[src/mvm_pkg.sv]
// mvm_pkg: shared types and constants of the matrix-vector multiply block
// no dependencies; used by every module in src
package mvm_pkg;

    // sizes
    localparam int MAX_COLUMNS  = 256;
    localparam int DATA_WIDTH   = 16;
    localparam int ACC_WIDTH    = 40;
    localparam int ROW_WIDTH    = 16;
    localparam int COL_WIDTH    = $clog2(MAX_COLUMNS);
    localparam int NCOL_WIDTH   = $clog2(MAX_COLUMNS + 1);
    localparam int PROD_WIDTH   = 2 * DATA_WIDTH;

    // configuration port
    localparam int APB_DATA_WIDTH = 32;
    localparam int APB_ADDR_WIDTH = 3;
    localparam logic [NCOL_WIDTH-1:0] NUM_COLUMNS_RESET = NCOL_WIDTH'(MAX_COLUMNS);

    // input operation codes
    localparam logic OP_LOAD_VECTOR = 1'b0;
    localparam logic OP_MATRIX      = 1'b1;

    // result status codes
    localparam logic STATUS_OK       = 1'b0;
    localparam logic STATUS_MISMATCH = 1'b1;

    // what a pipeline token does at the accumulator
    typedef enum logic [1:0] {
        KIND_NOP,
        KIND_CLEAR,
        KIND_MAC,
        KIND_ERR
    } t_kind;

    typedef struct packed {
        logic                          operation;
        logic signed [DATA_WIDTH-1:0]  value;
    } t_in_item;

    typedef struct packed {
        logic signed [ACC_WIDTH-1:0]   row_sum;
        logic [ROW_WIDTH-1:0]          row_index;
        logic                          status;
    } t_out_item;

    // token from the front end to the multiply-accumulate stages
    typedef struct packed {
        t_kind                         kind;
        logic                          last;
        logic [ROW_WIDTH-1:0]          row_index;
        logic signed [DATA_WIDTH-1:0]  value;
    } t_token;

endpackage

[src/matrix_vector_multiply_top.sv]
// matrix_vector_multiply_top: fixed-point matrix-vector product, Q8.8 in, Q24.16 out
// result path: the element that causes a result passes the token, product and result registers in turn
// throughput: one item per cycle while results are taken, set by the single multiplier stage and one store access
// reset: i_rst_n synchronous active low; counters and accumulator clear, column count 256
// depends on mvm_pkg, mvm_cfg, mvm_front, mvm_mac
module matrix_vector_multiply_top (
    input  logic                                  i_clk,
    input  logic                                  i_rst_n,
    input  logic                                  psel,
    input  logic                                  penable,
    input  logic                                  pwrite,
    input  logic [mvm_pkg::APB_ADDR_WIDTH-1:0]    paddr,
    input  logic [mvm_pkg::APB_DATA_WIDTH-1:0]    pwdata,
    output logic [mvm_pkg::APB_DATA_WIDTH-1:0]    prdata,
    output logic                                  pready,
    input  logic                                  i_in_valid,
    output logic                                  o_in_ready,
    input  mvm_pkg::t_in_item                     i_in_item,
    output logic                                  o_out_valid,
    input  logic                                  i_out_ready,
    output mvm_pkg::t_out_item                    o_out_item
);

    logic [mvm_pkg::NCOL_WIDTH-1:0]        ncols;
    logic                                  tok_valid;
    logic                                  tok_ready;
    mvm_pkg::t_token                       tok;
    logic signed [mvm_pkg::DATA_WIDTH-1:0] vec_data;

    // configuration register
    mvm_cfg u_cfg (
        .i_clk   (i_clk),
        .i_rst_n (i_rst_n),
        .psel    (psel),
        .penable (penable),
        .pwrite  (pwrite),
        .paddr   (paddr),
        .pwdata  (pwdata),
        .prdata  (prdata),
        .pready  (pready),
        .o_ncols (ncols)
    );

    // store and counters
    mvm_front u_front (
        .i_clk       (i_clk),
        .i_rst_n     (i_rst_n),
        .i_ncols     (ncols),
        .i_in_valid  (i_in_valid),
        .o_in_ready  (o_in_ready),
        .i_in_item   (i_in_item),
        .o_tok_valid (tok_valid),
        .i_tok_ready (tok_ready),
        .o_tok       (tok),
        .o_vec_data  (vec_data)
    );

    // multiply, accumulate and result
    mvm_mac u_mac (
        .i_clk       (i_clk),
        .i_rst_n     (i_rst_n),
        .i_tok_valid (tok_valid),
        .o_tok_ready (tok_ready),
        .i_tok       (tok),
        .i_vec_data  (vec_data),
        .o_out_valid (o_out_valid),
        .i_out_ready (i_out_ready),
        .o_out_item  (o_out_item)
    );

endmodule

[src/mvm_cfg.sv]
// mvm_cfg: APB register for the column count, with range clamping
// depends on mvm_pkg
module mvm_cfg (
    input  logic                                  i_clk,
    input  logic                                  i_rst_n,
    input  logic                                  psel,
    input  logic                                  penable,
    input  logic                                  pwrite,
    input  logic [mvm_pkg::APB_ADDR_WIDTH-1:0]    paddr,
    input  logic [mvm_pkg::APB_DATA_WIDTH-1:0]    pwdata,
    output logic [mvm_pkg::APB_DATA_WIDTH-1:0]    prdata,
    output logic                                  pready,
    output logic [mvm_pkg::NCOL_WIDTH-1:0]        o_ncols
);

    logic [mvm_pkg::NCOL_WIDTH-1:0] r_num_columns;
    logic                           sel_reg;

    // register 0 sits at word address 0
    assign sel_reg = (paddr[2] == 1'b0);
    assign pready  = 1'b1;

    // write on the access phase
    always_ff @(posedge i_clk) begin
        if (!i_rst_n) begin
            r_num_columns <= mvm_pkg::NUM_COLUMNS_RESET;
        end else if (psel && penable && pwrite && sel_reg) begin
            r_num_columns <= pwdata[mvm_pkg::NCOL_WIDTH-1:0];
        end
    end

    // read back
    always_comb begin
        prdata = '0;
        if (sel_reg) begin
            prdata[mvm_pkg::NCOL_WIDTH-1:0] = r_num_columns;
        end
    end

    // zero acts as one, anything above the store size acts as the store size
    always_comb begin
        if (r_num_columns == '0) begin
            o_ncols = mvm_pkg::NCOL_WIDTH'(1);
        end else if (r_num_columns > mvm_pkg::NCOL_WIDTH'(mvm_pkg::MAX_COLUMNS)) begin
            o_ncols = mvm_pkg::NCOL_WIDTH'(mvm_pkg::MAX_COLUMNS);
        end else begin
            o_ncols = r_num_columns;
        end
    end

endmodule

[src/mvm_front.sv]
// mvm_front: input stage; vector store, element/column/row counters, token issue
// depends on mvm_pkg
module mvm_front (
    input  logic                                  i_clk,
    input  logic                                  i_rst_n,
    input  logic [mvm_pkg::NCOL_WIDTH-1:0]        i_ncols,
    input  logic                                  i_in_valid,
    output logic                                  o_in_ready,
    input  mvm_pkg::t_in_item                     i_in_item,
    output logic                                  o_tok_valid,
    input  logic                                  i_tok_ready,
    output mvm_pkg::t_token                       o_tok,
    output logic signed [mvm_pkg::DATA_WIDTH-1:0] o_vec_data
);

    logic signed [mvm_pkg::DATA_WIDTH-1:0] r_store [mvm_pkg::MAX_COLUMNS];
    logic signed [mvm_pkg::DATA_WIDTH-1:0] r_rd_data;
    logic [mvm_pkg::NCOL_WIDTH-1:0]        r_vec_count;
    logic [mvm_pkg::COL_WIDTH-1:0]         r_col;
    logic [mvm_pkg::ROW_WIDTH-1:0]         r_row;
    logic                                  r_tok_valid;
    mvm_pkg::t_token                       r_tok;

    logic                                  in_go;
    logic                                  vec_full;
    logic                                  row_last;
    logic                                  is_load;
    logic [mvm_pkg::COL_WIDTH-1:0]         wr_idx;

    assign o_in_ready = !r_tok_valid || i_tok_ready;
    assign in_go      = i_in_valid && o_in_ready;
    assign is_load    = (i_in_item.operation == mvm_pkg::OP_LOAD_VECTOR);
    assign vec_full   = (r_vec_count >= i_ncols);
    assign row_last   = ({1'b0, r_col} + mvm_pkg::NCOL_WIDTH'(1)) >= i_ncols;
    assign wr_idx     = vec_full ? '0 : r_vec_count[mvm_pkg::COL_WIDTH-1:0];

    // vector store: write on a load transfer, read the current column otherwise
    always_ff @(posedge i_clk) begin
        if (in_go) begin
            if (is_load) begin
                r_store[wr_idx] <= i_in_item.value;
            end else begin
                r_rd_data <= r_store[r_col];
            end
        end
    end

    // counters and token register
    always_ff @(posedge i_clk) begin
        if (!i_rst_n) begin
            r_vec_count <= '0;
            r_col       <= '0;
            r_row       <= '0;
            r_tok_valid <= 1'b0;
        end else begin
            if (in_go) begin
                r_tok_valid <= 1'b1;
            end else if (i_tok_ready) begin
                r_tok_valid <= 1'b0;
            end
            if (in_go) begin
                if (is_load) begin
                    if (vec_full) begin
                        r_vec_count <= mvm_pkg::NCOL_WIDTH'(1);
                        r_col       <= '0;
                        r_row       <= '0;
                    end else begin
                        r_vec_count <= r_vec_count + mvm_pkg::NCOL_WIDTH'(1);
                    end
                end else if (vec_full) begin
                    if (row_last) begin
                        r_col <= '0;
                        r_row <= r_row + mvm_pkg::ROW_WIDTH'(1);
                    end else begin
                        r_col <= r_col + mvm_pkg::COL_WIDTH'(1);
                    end
                end
            end
        end
    end

    // token payload
    always_ff @(posedge i_clk) begin
        if (in_go) begin
            r_tok.value     <= i_in_item.value;
            r_tok.row_index <= r_row;
            r_tok.last      <= row_last;
            if (is_load) begin
                r_tok.kind <= vec_full ? mvm_pkg::KIND_CLEAR : mvm_pkg::KIND_NOP;
            end else begin
                r_tok.kind <= vec_full ? mvm_pkg::KIND_MAC : mvm_pkg::KIND_ERR;
            end
        end
    end

    assign o_tok_valid = r_tok_valid;
    assign o_tok       = r_tok;
    assign o_vec_data  = r_rd_data;

endmodule

[src/mvm_mac.sv]
// mvm_mac: product register, 40-bit accumulator and result register
// depends on mvm_pkg
module mvm_mac (
    input  logic                                  i_clk,
    input  logic                                  i_rst_n,
    input  logic                                  i_tok_valid,
    output logic                                  o_tok_ready,
    input  mvm_pkg::t_token                       i_tok,
    input  logic signed [mvm_pkg::DATA_WIDTH-1:0] i_vec_data,
    output logic                                  o_out_valid,
    input  logic                                  i_out_ready,
    output mvm_pkg::t_out_item                    o_out_item
);

    logic                                  r_p_valid;
    mvm_pkg::t_kind                        r_p_kind;
    logic                                  r_p_last;
    logic [mvm_pkg::ROW_WIDTH-1:0]         r_p_row;
    logic signed [mvm_pkg::PROD_WIDTH-1:0] r_prod;
    logic signed [mvm_pkg::ACC_WIDTH-1:0]  r_acc;
    logic                                  r_out_valid;
    mvm_pkg::t_out_item                    r_out;

    logic                                  out_free;
    logic                                  has_result;
    logic                                  p_go;
    logic signed [mvm_pkg::ACC_WIDTH-1:0]  sum;

    assign out_free    = !r_out_valid || i_out_ready;
    assign has_result  = (r_p_kind == mvm_pkg::KIND_ERR) ||
                         ((r_p_kind == mvm_pkg::KIND_MAC) && r_p_last);
    assign p_go        = r_p_valid && (!has_result || out_free);
    assign o_tok_ready = !r_p_valid || p_go;
    assign sum         = r_acc + mvm_pkg::ACC_WIDTH'(r_prod);

    // product stage
    always_ff @(posedge i_clk) begin
        if (!i_rst_n) begin
            r_p_valid <= 1'b0;
        end else if (i_tok_valid && o_tok_ready) begin
            r_p_valid <= 1'b1;
        end else if (p_go) begin
            r_p_valid <= 1'b0;
        end
    end

    always_ff @(posedge i_clk) begin
        if (i_tok_valid && o_tok_ready) begin
            r_p_kind <= i_tok.kind;
            r_p_last <= i_tok.last;
            r_p_row  <= i_tok.row_index;
            r_prod   <= i_tok.value * i_vec_data;
        end
    end

    // accumulator and result register
    always_ff @(posedge i_clk) begin
        if (!i_rst_n) begin
            r_acc       <= '0;
            r_out_valid <= 1'b0;
        end else begin
            if (p_go && has_result) begin
                r_out_valid <= 1'b1;
            end else if (i_out_ready) begin
                r_out_valid <= 1'b0;
            end
            if (p_go) begin
                case (r_p_kind)
                    mvm_pkg::KIND_CLEAR: r_acc <= '0;
                    mvm_pkg::KIND_MAC:   r_acc <= r_p_last ? '0 : sum;
                    default:             r_acc <= r_acc;
                endcase
            end
        end
    end

    always_ff @(posedge i_clk) begin
        if (p_go && has_result) begin
            r_out.row_index <= r_p_row;
            if (r_p_kind == mvm_pkg::KIND_ERR) begin
                r_out.row_sum <= '0;
                r_out.status  <= mvm_pkg::STATUS_MISMATCH;
            end else begin
                r_out.row_sum <= sum;
                r_out.status  <= mvm_pkg::STATUS_OK;
            end
        end
    end

    assign o_out_valid = r_out_valid;
    assign o_out_item  = r_out;

endmodule
[config.mk]
export PLATFORM = sky130hd
export DESIGN_NAME = matrix_vector_multiply_top
export DESIGN_NICKNAME = d
export VERILOG_FILES = /design/src/mvm_pkg.sv /design/src/matrix_vector_multiply_top.sv /design/src/mvm_cfg.sv /design/src/mvm_front.sv /design/src/mvm_mac.sv
export SDC_FILE = /design/constraint.sdc
export NUM_CORES = 2
export LEC_CHECK = 0
export BUFFER_PORTS_ARGS = -buffer_cell sky130_fd_sc_hd__clkbuf_2
export CELL_PAD_IN_SITES_DETAIL_PLACEMENT = 1
export CELL_PAD_IN_SITES_GLOBAL_PLACEMENT = 1
export CORE_MARGIN = 3
export CORE_UTILIZATION = 56
export CTS_BUF_LIST = sky130_fd_sc_hd__clkbuf_16
export DETAILED_ROUTE_END_ITERATION = 10
export PLACE_DENSITY_LB_ADDON = 0.08
export SLEW_MARGIN = 25
export SYNTH_ARGS = -nofsm -noshare
export SYNTH_HDL_FRONTEND = slang
export SYNTH_SLANG_ARGS = --single-unit
export TNS_END_PERCENT = 50
[constraint.sdc]
create_clock -name i_clk -period 7.98 [get_ports i_clk]
set_clock_uncertainty 0.05 [all_clocks]
set_input_delay 2.394 -clock i_clk [delete_from_list [all_inputs] [get_ports i_clk]]
set_output_delay 2.394 -clock i_clk [all_outputs]
set_load 0.03 [all_outputs]
## After elaboration in Yosys (flattened, before gate mapping)

Memory sizes are Yosys's and may differ from the RTL's. A register that Yosys moved wholly into a read port is not among the register bits.
Index checks and enable logic that the tools add are counted.

- $add $sub $neg: 5
- Multiply operators: 1
- Order comparisons: 3
- Equality and inequality tests: 4
- Multiplexer cells: 28
- Bitwise logic cells: 2
- Reduce and logical (&&, ||, !) cells: 27

Operator list:

| operator | count |
|---|---|
| $pmux W40 S2 | 1 |
| $mux W16 | 4 |
| $add A40 B32 Y40 | 1 |
| $mux W40 | 1 |
| $mux W8 | 5 |
| $mux W9 | 4 |
| $mul A16 B16 Y32 | 1 |
| $ge A9 B9 Y1 | 2 |
| $add A16 B1 Y16 const B | 1 |
| $mux W1 | 12 |
| $add A8 B1 Y9 const B | 1 |
| $add A9 B1 Y9 const B | 1 |
| $gt A9 B9 Y1 const B | 1 |
| $logic_not A9 Y1 | 1 |
| $add A8 B1 Y8 const B | 1 |
| $logic_and A1 B1 Y1 | 8 |
| $reduce_and A2 Y1 | 4 |
| $reduce_bool A2 Y1 | 4 |
| $logic_or A1 B1 Y1 | 5 |
| $eq A2 B2 Y1 const B | 2 |
| $logic_not A1 Y1 | 4 |
| $reduce_and A3 Y1 | 1 |
| $eq A2 B1 Y1 const B | 1 |
| $mux W2 | 1 |
| 2 further kinds | 3 |

- Bits in registers: 228
- Bits in writable memories: 4096
- Input bits: 59
- Output and inout bits: 92
- Word-level logic and storage cells: 90
- Memories kept: 1

Memories:

| memory | depth | width | read ports | clocked after memory_dff | wr ports | RTL line | text |
|---|---|---|---|---|---|---|---|
| u_front.r_store | 256 | 16 | 1 | 1 | 1 | mvm_front.sv:16 | `logic signed [mvm_pkg::DATA_WIDTH-1:0] r_store [mvm_pkg::MAX_COLUMNS];` |

## Logic depth before layout (Yosys ltp)

- Depth after elaboration: 11
- Gate-level depth with buffers: 24
- Gate-level depth less buffers: 22

## Hierarchy

Synthesis repeated with hierarchy kept, for this count alone.

- Cell total of the unflattened synthesis: 9187
- Area, all modules: 178058.3 um^2

Modules (own cells, without submodules):

| module | instances | cells each | area an instance (um^2) | sequential area each (um^2) |
|---|---|---|---|---|
| mvm_front | 1 | 7473 | 160810.5 | 125210.1 |
| mvm_mac | 1 | 1626 | 16537.1 | 4083.9 |
| mvm_cfg | 1 | 88 | 710.7 | 180.2 |

## Least setup slack after synthesis

OpenSTA, ideal clock, no wires.

- Path kind: reg2reg
- From: reg u_front.r_rd_data (netlist bit u_front.o_vec_data[7]) (read register of u_front.r_store)
- To: reg u_mac.r_prod[25] in the netlist's numbering (data pin)
- Setup time: 0.266 ns
- Arrival: 5.803 ns
- Data required time: 7.664 ns
- Setup slack: 1.862 ns
- Cell stages (with the launch flop): 25
- Path buffers: 2
- Clock period less this slack: 6.118 ns
- Path through: edfxtp_1 -> clkbuf_1 -> nand2_1 -> fa_1 -> inv_1 -> fa_1 -> inv_1 -> fa_1 -> inv_1 -> fa_1 -> fa_1 -> inv_1 -> fa_1 -> inv_1 -> ha_1 -> clkbuf_1 -> nand3_1 -> o21ai_0 -> o221ai_1 -> a31oi_1 -> a31oi_1 -> nand2b_1 -> and3b_1 -> nor3_1 -> xor2_1

- Cells in the longest elaborated chain, start to end: 1

Ends and longest elaborated chain:

| element | RTL line | text |
|---|---|---|
| start: declaration | mvm_front.sv:17 | `logic signed [mvm_pkg::DATA_WIDTH-1:0] r_rd_data;` |
| $mul A16 B16 Y32 | mvm_mac.sv:52 | `r_prod <= i_tok.value * i_vec_data;` |
| end signal: assignment | mvm_mac.sv:52 |  |
| end: declaration | mvm_mac.sv:19 | `logic signed [mvm_pkg::PROD_WIDTH-1:0] r_prod;` |

Every way passes these cells.
A chain may end at the register's enable or synchronous reset.

## Worst setup path in the final report

- From: reg u_front.r_tok (netlist bit u_front.o_tok[8])
- To: reg u_mac.r_prod[25] in the netlist's numbering (data pin)

- Cells in the longest elaborated chain, start to end: 1

Ends and longest elaborated chain:

| element | RTL line | text |
|---|---|---|
| start: declaration | mvm_front.sv:22 | `mvm_pkg::t_token r_tok;` |
| $mul A16 B16 Y32 | mvm_mac.sv:52 |  |

Every way passes these cells.

==> qor.txt <==
================================================================================
Number of port buffers ............................................          101
Global-route wire length before repair ............................    663000 um
Launching element type of the critical path .......................         flop
Number of antenna violations at the first check in global routing .           25
Count of hold buffers inserted by post-cts repair .................            0
Sinks on the clock net ............................................         4340
Crit path kind .................................................... flop to flop
Half-perimeter wire length of the detailed placement result .......    274000 um
All-layer global routing usage ....................................        0.284
Net total in the final layout .....................................         9295
Leakage ...........................................................      63.0 nW
Endpoints failing setup ...........................................            0
Placement-stage worst setup slack .................................     0.925 ns
Worst Path Required ...............................................      8.61 ns
Period utilization ................................................        0.879
Total Routed Length ...............................................    456000 um
Total die area ....................................................  0.324 sq mm
Portion of the post-synthesis area used by sequential elements ....        0.729
Main area contributors after synthesis ............................ sky130_fd_sc_hd__edfxtp_1 (72%), sky130_fd_sc_hd__mux4_2 (17%), sky130_fd_sc_hd__fa_1 (3.0%)
Via count of the first global-routing pass ........................        90900
Post-route standard cell area excluding fillers ...................  0.200 sq mm
Maximum number of pins on one net before global-route repair ......          178
Placed inst area ..................................................  0.185 sq mm
Total count of max-transition violations in the final report ......            0
1st-pass router iterations ........................................            6
Result of the run ................................................. finished, final reports clean
Syn Inst Count ....................................................         8326
Clock tree buffer depth ...........................................            4
Worst slew margin relative to its limit ...........................        0.237
Number of buffers added by the clock tree synthesis step ..........          434
Overall die width .................................................       569 um
WL/cell ...........................................................      34.1 um
Worst hold-check path type ........................................ flop to flop
Clock insertion delay at the later pin of the skew report .........      0.98 ns
Maximum achievable frequency ......................................      143 MHz
Number of violations of the max-capacitance limit .................            0
Overflow left after global routing ................................            0
WP buf/inv ........................................................            4
Final WS setup ....................................................     0.963 ns
Cell-by-cell trace of the critical path ........................... and2_1 -> fa_1 -> inv_1 -> fa_1 -> fa_1 -> inv_1 -> fa_1 -> fa_1 -> inv_1 -> fa_1 -> inv_1 -> ha_1 -> nand4_1 -> nor2_1 -> o311ai_0 -> a31oi_1 -> a31oi_1 -> nand2b_1 -> and3b_1 -> nor3_1 -> xor2_1
Slowest Stage Delay on Critical Path ..............................      0.70 ns
Fraction of layout instances using a drive strength above 1 .......        0.276
Die height ........................................................       569 um
Total number of placement rows ....................................          206
Largest delay contributor family on the critical path .............  adder cells
Post-synth EDFFs ..................................................         4255
Post-Synthesis Cell Area ..........................................  0.178 sq mm
Crit path time final ..............................................      7.02 ns
Hold violation count in the final report ..........................            0
Synth warn ........................................................            0
Hold Slack ........................................................     0.368 ns
Max Fanout on Critical Path .......................................           16
DRC errors left ...................................................            0
Post-synthesis cell type with the largest combined area ........... sky130_fd_sc_hd__edfxtp_1
Setup total negative slack ........................................         0 ns
Count of state elements after synthesis ...........................         4340
Top-count cell post-synth ......................................... sky130_fd_sc_hd__edfxtp_1
Critical Path AT ..................................................      7.65 ns
Clk slew on worst S/H paths .......................................      0.06 ns
TritonCTS clock tree ..............................................          yes
Drt first-iter violations .........................................        11800
Ports placed on the boundary ......................................          151
FFs w/ async S/R, synth ...........................................            0
Routability-driven placement congestion ratio .....................        0.879
Core Region .......................................................  0.315 sq mm
Worst ir drop on vdd ..............................................   0.000390 V
Post-CTS setup buffer count .......................................            0
Kind of end point of the critical path ............................         flop
Vias after detailed routing .......................................        86800
Slew at the pin closest to its max-slew limit .....................      1.14 ns
Syn Area/Cell .....................................................   21.3 sq um
Main synth FF type ................................................ sky130_fd_sc_hd__edfxtp_1
Total design power ................................................     0.0548 W
H-tree levels .....................................................            5
Share of the synthesized area in the top cell type ................        0.719
Layout Area Growth over Synthesis .................................        12.3%
Slowest CP cell ................................................... sky130_fd_sc_hd__edfxtp_1
Post-detailed-route count of antenna-violating nets ...............            0
Starting Density ..................................................        0.563
Average vias per placed instance ..................................         6.50
Top post-synthesis cells by count ................................. sky130_fd_sc_hd__edfxtp_1 (4255), sky130_fd_sc_hd__mux4_2 (1312), sky130_fd_sc_hd__nor2_1 (378)
Number of distinct library cells after synthesis ..................           72
Pwr dens ..........................................................  275 mW/mm^2
PostCTS Resize Cnt ................................................            0
Clock Tree Root ................................................... sky130_fd_sc_hd__clkbuf_16
Critical Path Most Common Cell .................................... sky130_fd_sc_hd__fa_1
RSZ-0062 raised after global routing ..............................        false
================================================================================
worst reg2reg max path: stages (launching register included):
cell                       delay [ns]
sky130_fd_sc_hd__edfxtp_1        0.70
sky130_fd_sc_hd__and2_1          0.34
sky130_fd_sc_hd__fa_1            0.56
sky130_fd_sc_hd__inv_1           0.06
sky130_fd_sc_hd__fa_1            0.47
sky130_fd_sc_hd__fa_1            0.52
sky130_fd_sc_hd__inv_1           0.06
sky130_fd_sc_hd__fa_1            0.49
sky130_fd_sc_hd__fa_1            0.51
sky130_fd_sc_hd__inv_1           0.06
sky130_fd_sc_hd__fa_1            0.48
sky130_fd_sc_hd__inv_1           0.04
sky130_fd_sc_hd__ha_1            0.40
sky130_fd_sc_hd__nand4_1         0.13
sky130_fd_sc_hd__nor2_1          0.14
sky130_fd_sc_hd__o311ai_0        0.26
sky130_fd_sc_hd__a31oi_1         0.61
sky130_fd_sc_hd__a31oi_1         0.22
sky130_fd_sc_hd__nand2b_1        0.20
sky130_fd_sc_hd__and3b_1         0.19
sky130_fd_sc_hd__nor3_1          0.17
sky130_fd_sc_hd__xor2_1          0.09
flip-flops by register name, summed over array words and instances, names as in the netlist:
name,count
u_mac.r_p_kind,2
u_mac.r_p_valid,1
u_mac.r_p_last,1
u_mac.o_out_item,57
u_front.r_store,4096
u_front.o_vec_data,16
u_front.o_tok,35
u_front.r_row,16
u_front.r_vec_count,9
u_front.r_col,8
u_mac.r_p_row,16
u_mac.o_out_valid,1
u_mac.r_acc,40
u_cfg.r_num_columns,9
u_mac.r_prod,32
u_front.o_tok_valid,1
metrics by stage:
step	cells	utilization
detailed placement	12500	0.587
finish	13400	0.633
global placement	12500	0.587
floorplan	8348	-
CTS	13300	0.632
global route	13400	0.633
final timing paths:
kind | from | endpoint | slack, ns | cells past startpoint
min | u_front.o_tok[31] | u_mac.r_p_row[15] | 0.37 | 0
max reg2reg | u_front.o_tok[8] | u_mac.r_prod[25] | 0.96 | 21
max | u_front.o_tok[8] | u_mac.r_prod[25] | 0.96 | 21
min reg2reg | u_front.o_tok[31] | u_mac.r_p_row[15] | 0.37 | 0
area by class of cell:
class                      count  area, sq um
sequential                  4340       129000
fill                       25500       116000
multi-input combinational   3255        45500
clock buffer                 440        11000
tap                         4160         5200
timing repair buffer         493         4230
clock inverter               357         3020
inverter                     305         1140
antenna                        4         10.0
logic make-up (layout without fill, tap and decap cells):
logic type               Yosys count  count (layout)  synth area share
AO/OA/AOI/OAI                    354             354            0.0135
XOR/XNOR                          89              89           0.00446
other                              2              28         0.0000423
multiplexers                    1363            1363             0.169
flip-flops                      4340            4340             0.729
adder cells (fa/ha/maj)          407             407            0.0398
AND/OR/NAND/NOR                 1018            1018            0.0266
buffers and inverters            753            1595            0.0179
layout by cell type (no fill, tap or decap), types with 32 or more instances in the layout:
cell type,n
sky130_fd_sc_hd__a211oi_1,36
sky130_fd_sc_hd__nor2_1,308
sky130_fd_sc_hd__clkbuf_16,440
sky130_fd_sc_hd__ha_1,144
sky130_fd_sc_hd__dfxtp_1,78
sky130_fd_sc_hd__clkbuf_2,85
sky130_fd_sc_hd__nor2b_1,81
sky130_fd_sc_hd__mux4_2,1312
sky130_fd_sc_hd__buf_4,343
sky130_fd_sc_hd__nor2_2,67
sky130_fd_sc_hd__buf_12,36
sky130_fd_sc_hd__and2_1,136
sky130_fd_sc_hd__fa_1,263
sky130_fd_sc_hd__o21ai_0,57
sky130_fd_sc_hd__clkinv_1,107
sky130_fd_sc_hd__a21oi_1,67
sky130_fd_sc_hd__bufinv_16,41
sky130_fd_sc_hd__xnor2_1,56
sky130_fd_sc_hd__mux2i_1,50
sky130_fd_sc_hd__edfxtp_1,4255
sky130_fd_sc_hd__xor2_1,32
sky130_fd_sc_hd__inv_1,373
sky130_fd_sc_hd__clkinv_2,92
sky130_fd_sc_hd__nand3_1,52
sky130_fd_sc_hd__nand2_1,254
per-layer routing:
layer  vias up  track usage  wire (um)
li1      34900            -          -
met1     47000        0.416     181000
met2      4242        0.446     219000
met3       646       0.0496      40600
met4         8       0.0871      15200
met5         -            0         52
power by group:
part / total, W / switching (W) / internal (W)
clock: 0.0200 / 0.00867 / 0.0113
sequential: 0.0257 / 0.000100 / 0.0256
combinational: 0.00913 / 0.00537 / 0.00375
total: 0.0548 / 0.0141 / 0.0407
Note: power is estimated with default switching activity, not from simulation.
